### src/design/dvk_pkg.sv
// Shared types and constants of the delta varint key encoder.
package dvk_pkg;

   localparam int KEY_W      = 64;
   localparam int WORD_W     = 16;
   // Holds a highest group index up to 15, enough for group widths of four bits or more (up to sixteen groups).
   localparam int LAST_IDX_W = 4;

   // One classified key waiting for the word emitter.
   typedef struct packed {
      logic [KEY_W-1:0]      diff;
      logic [LAST_IDX_W-1:0] last_idx;
      logic                  new_prefix;
   } diff_entry_type;

   // One finished code word waiting for the receiver.
   typedef struct packed {
      logic [WORD_W-1:0] code_word;
      logic              word_last;
      logic              new_prefix;
   } word_entry_type;

endpackage

### src/design/delta_varint_key_encoder.sv
// Top level of the delta varint key encoder.
//
// Keys enter through a queue-like port: an item is taken at a clock edge where
// push is high and full is low. Each key is reduced to its difference from the
// previous key (modulo 2^64; zero after reset and after a key with block_last
// set), and that difference leaves as one to ceil(64/GROUP_BITS) code words.
// Results are read like a queue: while empty is low the oldest word sits on
// the rsp_ ports, and it is taken at an edge where pop is high.
// A key is classified in the cycle it is accepted and placed in a two-entry
// queue; the word emitter then sends one word per cycle while the result queue
// has room, one word for each group of the key. A word passes from the key
// queue through the emitter into the result queue, whose oldest entry is on
// the rsp_ ports.
// Throughput is set by the emitter: one word per cycle while the result queue
// has room, which is one key per cycle for small differences.
// When the receiver stalls, the two-entry result queue fills, the emitter
// holds, the key queue fills, and full rises. Synchronous reset empties both
// queues and clears the previous key.
module delta_varint_key_encoder #(
   parameter int GROUP_BITS      = 15,
   parameter int PREFIX_LOW_BITS = 24
) (
   input  logic                      clock,
   input  logic                      reset,
   input  logic                      push,
   output logic                      full,
   input  logic [dvk_pkg::KEY_W-1:0] req_key_value,
   input  logic                      req_block_last,
   output logic                      empty,
   input  logic                      pop,
   output logic [dvk_pkg::WORD_W-1:0] rsp_code_word,
   output logic                      rsp_word_last,
   output logic                      rsp_new_prefix
);
   import dvk_pkg::*;

   diff_entry_type front_entry;
   diff_entry_type back_entry;
   logic           accept;
   logic           entry_empty;
   logic           entry_pop;
   word_entry_type back_word;
   word_entry_type out_word;
   logic           word_push;
   logic           word_full;

   assign accept = push && !full;

   // Classification of incoming keys.
   dvk_front #(
      .GROUP_BITS      (GROUP_BITS),
      .PREFIX_LOW_BITS (PREFIX_LOW_BITS)
   ) u_front (
      .clock      (clock),
      .reset      (reset),
      .accept     (accept),
      .key_value  (req_key_value),
      .block_last (req_block_last),
      .entry      (front_entry)
   );

   // Queue between classification and word emission.
   dvk_fifo #(
      .WIDTH ($bits(diff_entry_type))
   ) u_entry_fifo (
      .clock   (clock),
      .reset   (reset),
      .push    (push),
      .wr_data (front_entry),
      .full    (full),
      .pop     (entry_pop),
      .rd_data (back_entry),
      .empty   (entry_empty)
   );

   // Word emission.
   dvk_back #(
      .GROUP_BITS (GROUP_BITS)
   ) u_back (
      .clock       (clock),
      .reset       (reset),
      .entry       (back_entry),
      .entry_empty (entry_empty),
      .entry_pop   (entry_pop),
      .word        (back_word),
      .word_push   (word_push),
      .word_full   (word_full)
   );

   // Result queue toward the receiver.
   dvk_fifo #(
      .WIDTH ($bits(word_entry_type))
   ) u_word_fifo (
      .clock   (clock),
      .reset   (reset),
      .push    (word_push),
      .wr_data (back_word),
      .full    (word_full),
      .pop     (pop),
      .rd_data (out_word),
      .empty   (empty)
   );

   assign rsp_code_word  = out_word.code_word;
   assign rsp_word_last  = out_word.word_last;
   assign rsp_new_prefix = out_word.new_prefix;

endmodule

### src/design/dvk_fifo.sv
// Two-entry queue used between the encoder stages and at the result side.
module dvk_fifo #(
   parameter int WIDTH = 8
) (
   input  logic             clock,
   input  logic             reset,
   input  logic             push,
   input  logic [WIDTH-1:0] wr_data,
   output logic             full,
   input  logic             pop,
   output logic [WIDTH-1:0] rd_data,
   output logic             empty
);

   logic [WIDTH-1:0] mem_ff [2];
   logic             wr_ptr_ff;
   logic             wr_ptr_in;
   logic             rd_ptr_ff;
   logic             rd_ptr_in;
   logic [1:0]       count_ff;
   logic [1:0]       count_in;
   logic             do_push;
   logic             do_pop;

   // Handshake qualification.
   assign full    = (count_ff == 2'd2);
   assign empty   = (count_ff == 2'd0);
   assign do_push = push && !full;
   assign do_pop  = pop && !empty;
   assign rd_data = mem_ff[rd_ptr_ff];

   // Pointer and fill count updates.
   always_comb begin
      wr_ptr_in = do_push ? ~wr_ptr_ff : wr_ptr_ff;
      rd_ptr_in = do_pop ? ~rd_ptr_ff : rd_ptr_ff;
      count_in  = count_ff;
      if (do_push && !do_pop) begin
         count_in = count_ff + 2'd1;
      end else if (do_pop && !do_push) begin
         count_in = count_ff - 2'd1;
      end
   end

   always_ff @(posedge clock) begin
      if (reset) begin
         wr_ptr_ff <= 1'b0;
         rd_ptr_ff <= 1'b0;
         count_ff  <= 2'd0;
      end else begin
         wr_ptr_ff <= wr_ptr_in;
         rd_ptr_ff <= rd_ptr_in;
         count_ff  <= count_in;
      end
   end

   // Storage needs no reset.
   always_ff @(posedge clock) begin
      if (do_push) begin
         mem_ff[wr_ptr_ff] <= wr_data;
      end
   end

endmodule

### src/design/dvk_front.sv
// Front stage: takes keys, forms the wrapped difference, counts its groups.
module dvk_front #(
   parameter int GROUP_BITS      = 15,
   parameter int PREFIX_LOW_BITS = 24
) (
   input  logic                  clock,
   input  logic                  reset,
   input  logic                  accept,
   input  logic [dvk_pkg::KEY_W-1:0] key_value,
   input  logic                  block_last,
   output dvk_pkg::diff_entry_type entry
);
   import dvk_pkg::*;

   localparam int MAX_GROUPS = (KEY_W + GROUP_BITS - 1) / GROUP_BITS;
   localparam logic [KEY_W-1:0] LOW_ONES =
      (PREFIX_LOW_BITS >= KEY_W) ? {KEY_W{1'b1}} : ((KEY_W'(1) << PREFIX_LOW_BITS) - KEY_W'(1));
   localparam logic [KEY_W-1:0] PREFIX_MASK = ~LOW_ONES;

   logic [KEY_W-1:0]      previous_key_ff;
   logic [KEY_W-1:0]      previous_key_in;
   logic [KEY_W-1:0]      diff;
   logic [LAST_IDX_W-1:0] last_idx;

   // Difference modulo 2^64 and the index of its highest nonzero group.
   always_comb begin
      diff     = key_value - previous_key_ff;
      last_idx = '0;
      for (int g = 1; g < MAX_GROUPS; g++) begin
         if (GROUP_BITS'(diff >> (g * GROUP_BITS)) != '0) begin
            last_idx = LAST_IDX_W'(g);
         end
      end
   end

   assign entry.diff       = diff;
   assign entry.last_idx   = last_idx;
   assign entry.new_prefix = |((key_value ^ previous_key_ff) & PREFIX_MASK);

   // The previous key returns to zero after the last key of a block.
   assign previous_key_in = block_last ? '0 : key_value;

   always_ff @(posedge clock) begin
      if (reset) begin
         previous_key_ff <= '0;
      end else if (accept) begin
         previous_key_ff <= previous_key_in;
      end
   end

endmodule

### src/design/dvk_back.sv
// Back stage: sends the groups of one difference, most significant first.
module dvk_back #(
   parameter int GROUP_BITS = 15
) (
   input  logic                    clock,
   input  logic                    reset,
   input  dvk_pkg::diff_entry_type entry,
   input  logic                    entry_empty,
   output logic                    entry_pop,
   output dvk_pkg::word_entry_type word,
   output logic                    word_push,
   input  logic                    word_full
);
   import dvk_pkg::*;

   localparam int MAX_GROUPS = (KEY_W + GROUP_BITS - 1) / GROUP_BITS;
   localparam int IDX_W      = $clog2(MAX_GROUPS);
   localparam int WIDE_W     = (GROUP_BITS + 1 > WORD_W) ? GROUP_BITS + 1 : WORD_W;

   logic [GROUP_BITS-1:0] groups [MAX_GROUPS];
   logic [IDX_W-1:0]      idx_ff;
   logic [IDX_W-1:0]      idx_in;
   logic                  started_ff;
   logic                  started_in;
   logic [IDX_W-1:0]      cur_idx;
   logic                  final_word;
   logic [WIDE_W-1:0]     wide_word;

   // Cut the difference into groups.
   always_comb begin
      for (int g = 0; g < MAX_GROUPS; g++) begin
         groups[g] = GROUP_BITS'(entry.diff >> (g * GROUP_BITS));
      end
   end

   // The first word of an item starts at its highest group.
   assign cur_idx    = started_ff ? idx_ff : entry.last_idx[IDX_W-1:0];
   assign final_word = (cur_idx == '0);
   assign wide_word  = WIDE_W'({final_word, groups[cur_idx]});

   assign word.code_word  = wide_word[WORD_W-1:0];
   assign word.word_last  = final_word;
   assign word.new_prefix = entry.new_prefix;
   assign word_push       = !entry_empty && !word_full;
   assign entry_pop       = word_push && final_word;

   // Step down one group per word sent.
   always_comb begin
      idx_in     = idx_ff;
      started_in = started_ff;
      if (word_push) begin
         if (final_word) begin
            started_in = 1'b0;
         end else begin
            idx_in     = cur_idx - IDX_W'(1);
            started_in = 1'b1;
         end
      end
   end

   always_ff @(posedge clock) begin
      if (reset) begin
         idx_ff     <= '0;
         started_ff <= 1'b0;
      end else begin
         idx_ff     <= idx_in;
         started_ff <= started_in;
      end
   end

endmodule

### config.mk
export PLATFORM = sky130hd
export DESIGN_NAME = delta_varint_key_encoder
export DESIGN_NICKNAME = d
export VERILOG_FILES = /design/src/design/dvk_pkg.sv /design/src/design/delta_varint_key_encoder.sv /design/src/design/dvk_fifo.sv /design/src/design/dvk_front.sv /design/src/design/dvk_back.sv
export SDC_FILE = /design/constraint.sdc
export NUM_CORES = 1
export LEC_CHECK = 0
export BUFFER_PORTS_ARGS = -buffer_cell sky130_fd_sc_hd__buf_2
export CORE_UTILIZATION = 49
export DETAILED_ROUTE_END_ITERATION = 16
export HOLD_SLACK_MARGIN = 0.1
export PLACE_DENSITY = 0.76
export SLEW_MARGIN = 25
export SYNTH_ARGS = -nofsm -noshare
export SYNTH_HDL_FRONTEND = slang
export SYNTH_SLANG_ARGS = --single-unit
### constraint.sdc
create_clock -name clock -period 13.1 [get_ports clock]
set_input_delay 0.655 -clock clock [delete_from_list [all_inputs] [get_ports clock]]
set_output_delay 0.655 -clock clock [all_outputs]
set_load 0.01 [all_outputs]
==> key figures, run 1 <==
Timing
  – Setup violators final: 0
  – RSZ-0062 raised after global routing: no
  – Max Clock Freq: 0.225 GHz
  – Slew @ Worst Pin: 0.964 ns
  – Post-route clock period utilization: 33.9%
  – Hold Fails Final Rpt: 0
  – Setup Skew: 0.0159 ns
  – TNS Setup: 0 ns
  – Max transition margin: 35.3%
  – Final min period: 4.44 ns
  – Worst hold slack: 0.483 ns
  – Final Slew Violations: 0

Status
  – Status: complete, no violations

Worst hold path
  – Hold Startpoint: u_front.previous_key_ff[46]
  – Worst hold path class: flip-flop to flip-flop

Layout
  – Register Area: 6670 um^2
  – P&R area growth vs syn: 11.0%
  – Multi-input gate area: 7100 um^2
  – # diodes: 0
  – FILL cells: 2457
  – Fraction of layout instances using a drive strength above 1: 15.7%
  – Fin nets: 1603
  – Layout Cells excl Fill: 1869

Logic synthesis
  – Yosys top cell area share: 35.5%
  – Register area share after synthesis: 46.4%
  – Most frequent cell after synthesis: edfxtp_1
  – Netlist Area Pre-Place: 14400 um^2
  – Yosys reg bits: 248
  – Mapped Nets: 1551
  – Number of flops mapped to enable cells by yosys: 170
  – Synth warn: 0
  – FFs w/ async S/R, synth: 0%
  – Synth Instances: 1414
  – Top cells by count, synth: 170 x edfxtp_1, 156 x a21oi_1, 144 x nor2_1
  – Synth Flop Type: edfxtp_1
  – Mapped Avg Cell Area: 10.2 um^2
  – Post-synth cell types: 83
  – Ranking of synthesized cells by area: edfxtp_1 36%, dfxtp_1 11%, ha_1 5.8%, a21oi_1 5.4%, mux4_2 4.7%
  – Synth area leader: edfxtp_1

Worst setup path
  – Crit path launch: u_front.previous_key_ff[0]
  – Worst Path Required: 13.34 ns
  – CP bufs+invs: 1
  – RR Startpoint: u_front.previous_key_ff[0]
  – CP Class: flip-flop to flip-flop
  – CP max stage cell: a211oi_2
  – Critical Path Start Type: flip-flop
  – Critical Path Max Stage Delay: 0.67 ns
  – Top Family by Delay on Critical Path: compound AO/OA/AOI/OAI gates
  – CP cell instances: ha_1, inv_1, fa_1, nand3_1, a32oi_2, a211oi_2, o221ai_1, a21oi_1, nor3_1, a2111oi_2, or4b_1, nor4_2, a2111oi_1
  – Critical Path AT: 4.68 ns
  – Largest fanout on the critical path: 8
  – Critical Path Sink Type: flip-flop

Detailed routing
  – Vias per cell: 5.86
  – Drt total wl: 33.5 mm
  – WL/cell: 17.9 um
  – TritonRoute pass-1 iters: 5
  – ANT nets after route: 0
  – DRC Markers: 0
  – Vias: 11000
  – Initial drt markers: 892

CTS
  – TritonCTS buffer count: 27
  – Post-cts resize count: 0
  – Max clock buf depth: 3
  – CTS tree: built
  – CTS root buffer: clkbuf_16
  – CTS hold repair buffers: 0
  – Worst-path clk slew: 0.06 ns
  – Post-CTS setup buffers: 0
  – Max H-tree Level: 1
  – Clk sink count: 248
  – Clk Latency, worst-skew pair: 0.54 ns

Global route
  – First-pass GRT wire length: 53.9 mm
  – Initial antenna violation count: 0
  – Grt ovf: 0
  – Tot GR Track Use: 22.2%
  – Largest net degree at the start of global routing: 85
  – Vias in the first global route: 10300

Placement
  – Port-buffer cells: 88
  – Number of instances in the placed design: 1821
  – Gpl congestion: 0.948
  – Detail Placement HPWL: 24.3 mm

Power and ir drop
  – Peak supply drop: 0.116 mV
  – Lkg Pwr: 5.65 nW
  – PwrDens: 173 nW/um^2

Die
  – Starting Density: 49.9%
  – Die area: 30000 um^2
  – IO Pins: 89
  – Chip Width: 173 um
  – # rows: 62
  – Die Y: 173 um
  – Area of the core: 28800 um^2

Run
  – Max-Cap Viols: 0
path summary, 6_finish.rpt:
path | end | slack [ns] | depth (start not counted)
worst min register to register | u_front.previous_key_ff[46] | 0.48 | 2
worst min-delay path | u_front.previous_key_ff[46] | 0.48 | 2
worst max-delay path | u_entry_fifo.mem_ff[0][2] | 8.66 | 13
worst max register to register | u_entry_fifo.mem_ff[0][2] | 8.66 | 13
cell usage in the layout (no fill, tap or decap), types with 5 or more instances in the layout:
| cell | instances |
|---|---|
| mux4_2 | 30 |
| xnor2_1 | 22 |
| xor2_1 | 24 |
| and3_1 | 13 |
| nand2_1 | 90 |
| o21bai_1 | 14 |
| o31ai_1 | 8 |
| a21o_1 | 29 |
| ha_1 | 67 |
| and2_1 | 15 |
| edfxtp_1 | 170 |
| a21oi_2 | 9 |
| buf_2 | 88 |
| mux2i_1 | 17 |
| clkbuf_16 | 27 |
| nor3b_1 | 64 |
| a31oi_1 | 12 |
| nor4_1 | 9 |
| nand2b_1 | 5 |
| a211oi_1 | 11 |
| nand3_1 | 14 |
| inv_1 | 91 |
| o211ai_1 | 5 |
| a21oi_1 | 155 |
| o21ai_2 | 6 |
| o21a_1 | 13 |
| clkinvlp_4 | 5 |
| clkbuf_1 | 6 |
| nand4_1 | 24 |
| nor2_1 | 142 |
| or3_1 | 13 |
| o22ai_1 | 8 |
| nor3_1 | 26 |
| buf_4 | 8 |
| dfxtp_1 | 77 |
| and4_1 | 7 |
| mux2_2 | 21 |
| o21ai_0 | 50 |
state kept, by name, summed over array words and instances (netlist names), named ones only:
signal,count
u_word_fifo.count_ff,2
u_back.idx_ff,3
u_entry_fifo.wr_ptr_ff,1
u_word_fifo.rd_ptr_ff,1
u_word_fifo.wr_ptr_ff,1
u_front.previous_key_ff,64
u_entry_fifo.count_ff,2
u_entry_fifo.mem_ff,136
u_back.started_ff,1
u_entry_fifo.rd_ptr_ff,1
u_word_fifo.mem_ff,34
where the power goes:
group          internal (W)  switching [W]
Combinational      0.000350       0.000570
Sequential          0.00105      0.0000518
Clock              0.000430       0.000302
Total               0.00183       0.000924
cell type report:
type | instances | area share [%]
multi-input cells | 1001 | 44.5
flip-flops and latches | 248 | 41.8
clock buffers | 35 | 4.55
repair buffers | 96 | 3.14
well taps | 384 | 3.01
inverters | 92 | 2.16
clock inverters | 13 | 0.831
worst min-delay path, cell delays in order (launching register included):
cell,delay (ns)
dfxtp_1,0.32
a21oi_1,0.06
nor2_1,0.07
layer usage:
metal  track usage [%]  part of all wire, %
met1              30.7                   45
met2              37.1                   47
met3              2.76                  5.4
met4              5.46                  2.0
met5                 0                    0
logic make-up (layout without fill, tap and decap cells):
| kind of cell | Yosys count | count (layout) | share of synthesized area, % |
|---|---|---|---|
| buffers and inverters | 165 | 236 | 4.47 |
| AOI/OAI and AO/OA | 368 | 368 | 16.5 |
| DFF | 248 | 248 | 46.4 |
| muxes | 68 | 68 | 7.53 |
| xor gates and xnor gates | 46 | 46 | 2.80 |
| adders and majority gates | 68 | 68 | 5.97 |
| and+or+nand+nor | 451 | 451 | 16.3 |
per-stage QoR:
| step | utilization [%] | total power [W] | cell area, um^2 | setup WS (ns) |
|---|---|---|---|---|
| 4_1_cts | 55.4 | 0.00276 | 15900 | 8.69 |
| 5_1_grt | 55.4 | 0.00290 | 16000 | 8.35 |
| 3_5_place_dp | 52.4 | 0.00203 | 15100 | 8.20 |
| 3_3_place_gp | 52.4 | 0.00200 | 15100 | 8.31 |
| 6_report | 55.4 | 0.00276 | 16000 | 8.66 |
| 2_1_floorplan | - | 0.00177 | 14400 | 8.58 |
No activity file was read; power rests on OpenSTA's default activity.
==> inputs of run 2 (changes only) <==
==> constraint.sdc (replaced) <==
create_clock -name clock -period 4.3 [get_ports clock]
set_input_delay 0.215 -clock clock [delete_from_list [all_inputs] [get_ports clock]]
set_output_delay 0.215 -clock clock [all_outputs]
set_load 0.01 [all_outputs]
==> key figures, run 2 (same netlist as run 1, synthesis figures left out) <==
Status
  – Status: complete, no violations (unchanged)

Die
  – # rows: 62 (unchanged)
  – IO Pins: 89 (unchanged)
  – Starting Density: 49.9% (unchanged)
  – Die area: 30000 um^2 (unchanged)
  – Area of the core: 28800 um^2 (unchanged)
  – Chip Width: 173 um (unchanged)
  – Die Y: 173 um (unchanged)

CTS
  – Clk sink count: 248 (unchanged)
  – Worst-path clk slew: 0.06 ns (about the same)
  – TritonCTS buffer count: 26 (was 27)
  – CTS tree: built (unchanged)
  – Max H-tree Level: 1 (unchanged)
  – CTS root buffer: clkbuf_16 (unchanged)
  – Max clock buf depth: 3 (unchanged)
  – Clk Latency, worst-skew pair: 0.54 ns (about the same)

Worst setup path
  – Worst R2R End: u_entry_fifo.mem_ff[0][1] (was u_entry_fifo.mem_ff[0][2])
  – R2R depth: 12 (was 13)
  – CP Class: flip-flop to flip-flop (unchanged)
  – Critical Path Sink Type: flip-flop (unchanged)
  – Flop2flop setup slack: 0.14 ns (was 8.66 ns)
  – RR Startpoint: u_front.previous_key_ff[23] (was u_front.previous_key_ff[0])
  – Largest fanout on the critical path: 8 (unchanged)
  – Critical Path Start Type: flip-flop (unchanged)
  – Critical Path AT: 4.41 ns (was 4.68 ns)
  – Worst Path Required: 4.56 ns (was 13.34 ns)
  – Crit path launch: u_front.previous_key_ff[23] (was u_front.previous_key_ff[0])

Timing
  – Slew @ Worst Pin: 1.01 ns (was 0.964 ns)
  – Setup Skew: 0.00908 ns (was 0.0159 ns)
  – Hold Fails Final Rpt: 0 (unchanged)
  – Post-route clock period utilization: 96.6% (was 33.9%)
  – Final Slew Violations: 0 (unchanged)
  – Final min period: 4.16 ns (was 4.44 ns)
  – Max Clock Freq: 0.241 GHz (was 0.225 GHz)
  – Setup violators final: 0 (unchanged)
  – Max transition margin: 32.4% (was 35.3%)

Layout
  – Most frequent cells in the layout: 170 x edfxtp_1, 154 x a21oi_1, 142 x nor2_1 (was 170 x edfxtp_1, 155 x a21oi_1, 142 x nor2_1)
  – Post-route cell area: 16600 um^2 (was 16000 um^2)
  – Largest regs: u_entry_fifo.mem_ff x136, u_front.previous_key_ff x64, u_word_fifo.mem_ff x34 (unchanged)
  – # diodes: 0 (unchanged)
  – Number of flip-flops under the largest register name: 136 (unchanged)
  – FILL cells: 2422 (was 2457)
  – P&R area growth vs syn: 15.2% (was 11.0%)
  – Fraction of layout instances using a drive strength above 1: 16.6% (was 15.7%)
  – Commonest non-fill, non-tap cell in the layout: edfxtp_1 (unchanged)
  – Fin nets: 1667 (was 1603)
  – Biggest register: u_entry_fifo.mem_ff (unchanged)

Worst hold path
  – Worst hold path class: primary input to flip-flop (was flip-flop to flip-flop)
  – Hold Startpoint: req_key_value[32] (was u_front.previous_key_ff[46])
  – Hold depth: 4 (was 2)
  – Hold EP: u_front.previous_key_ff[32] (was u_front.previous_key_ff[46])

Power and ir drop
  – Comb pwr share: 34.0% (was 33.4%)
  – Total power: 0.00843 W (was 0.00276 W)
  – Power share of the clock group: 26.0% (was 26.6%)
  – Sw Share: 33.8% (was 33.5%)
  – P_int: 0.00558 W (was 0.00183 W)
  – Lkg Pwr: 5.93 nW (was 5.65 nW)
  – Peak supply drop: 0.316 mV (was 0.116 mV)
  – PwrDens: 509 nW/um^2 (was 173 nW/um^2)
  – Sequential power share: 39.9% (was 40.0%)
  – NetSw: 0.00285 W (was 0.000924 W)

Detailed routing
  – Initial drt markers: 941 (was 892)
  – DRC Markers: 0 (unchanged)
  – Vias per cell: 5.87 (was 5.86)
  – Drt total wl: 35.0 mm (was 33.5 mm)
  – WL/cell: 18.1 um (was 17.9 um)
  – Vias: 11400 (was 11000)
  – ANT nets after route: 0 (unchanged)
  – TritonRoute pass-1 iters: 8 (was 5)

Placement
  – Detail Placement HPWL: 25.1 mm (was 24.3 mm)
  – Gpl congestion: 0.905 (was 0.948)
  – Port-buffer cells: 88 (unchanged)
  – Placed instance area: 15200 um^2 (was 15100 um^2)

Global route
  – Tot GR Track Use: 23.0% (was 22.2%)
  – Grt ovf: 0 (unchanged)
  – First-pass GRT wire length: 55.8 mm (was 53.9 mm)
  – Vias in the first global route: 10900 (was 10300)
  – Initial antenna violation count: 0 (unchanged)
  – Largest net degree at the start of global routing: 79 (was 85)

Run
  – Max-Cap Viols: 0 (unchanged)
run 2: final cells by class:
| type | count | area, um^2 | area share [%] |
|---|---|---|---|
| clock inverter | 12 | 115 | 0.695 |
| tap | 384 | 480 | 2.90 |
| timing repair buffer | 161 | 1100 | 6.67 |
| inverter | 92 | 345 | 2.09 |
| sequential | 248 | 6670 | 40.3 |
| multi-input combinational | 1001 | 7120 | 43.0 |
| clock buffer | 36 | 728 | 4.40 |
run 2: how the worst max path moves through the flow:
| stage | endpoint | cells after the start |
|---|---|---|
| global route | u_entry_fifo.mem_ff[1][1] | 12 |
| floorplan | u_entry_fifo.mem_ff[0][1] | 13 |
| detailed placement | u_entry_fifo.mem_ff[0][2] | 15 |
| CTS | u_entry_fifo.mem_ff[1][2] | 12 |
| finish | u_entry_fifo.mem_ff[0][1] | 12 |
| global placement | u_entry_fifo.mem_ff[1][2] | 11 |
run 2: layer usage:
metal	track usage, %	share of wire [%]	vias up
li1	-	-	5462
met1	30.8	44	5410
met2	39.0	48	411
met3	2.89	5.5	69
met4	6.86	2.7	0
met5	0	0	-
run 2: per-stage QoR:
stage	worst slack, ns	setup TNS [ns]	cells	hold WS [ns]	utilization (%)
5_1_grt	-0.00413	-0.00825	1934	0.121	57.5
3_3_place_gp	0.259	0	1838	0.466	52.8
2_1_floorplan	0.671	0	1414	0.457	-
4_1_cts	0.0993	0	1932	0.100	57.4
3_5_place_dp	0.139	0	1838	0.476	52.8
6_report	0.145	0	1934	0.117	57.5
run 2: power groups by stage:
stage          logic (W)  clock network (W)  registers [W]
6_report         0.00287            0.00220        0.00337
5_1_grt          0.00313            0.00231        0.00341
4_1_cts          0.00286            0.00223        0.00337
3_5_place_dp     0.00280                  0        0.00341
3_3_place_gp     0.00275                  0        0.00338
2_1_floorplan    0.00204                  0        0.00334
run 2: timing repair:
item / in CTS / in global routing
hold endpoints to repair: 47 / 0
buffers inserted: 0 / 2
endpoints found under the setup margin: 0 / 6
hold buffers: 46 / 0
resized for setup: 0 / 8
run 2: critical path, stage by stage, from the launching register on:
cell	delay, ns
dfxtp_1	0.33
inv_1	0.05
ha_1	0.44
nand4_1	0.32
or3_4	0.47
a2111oi_4	0.27
buf_4	0.20
nor4_1	0.07
or3_1	0.40
a2111oi_2	0.30
or4b_1	0.51
nor4_2	0.36
a2111oi_1	0.16
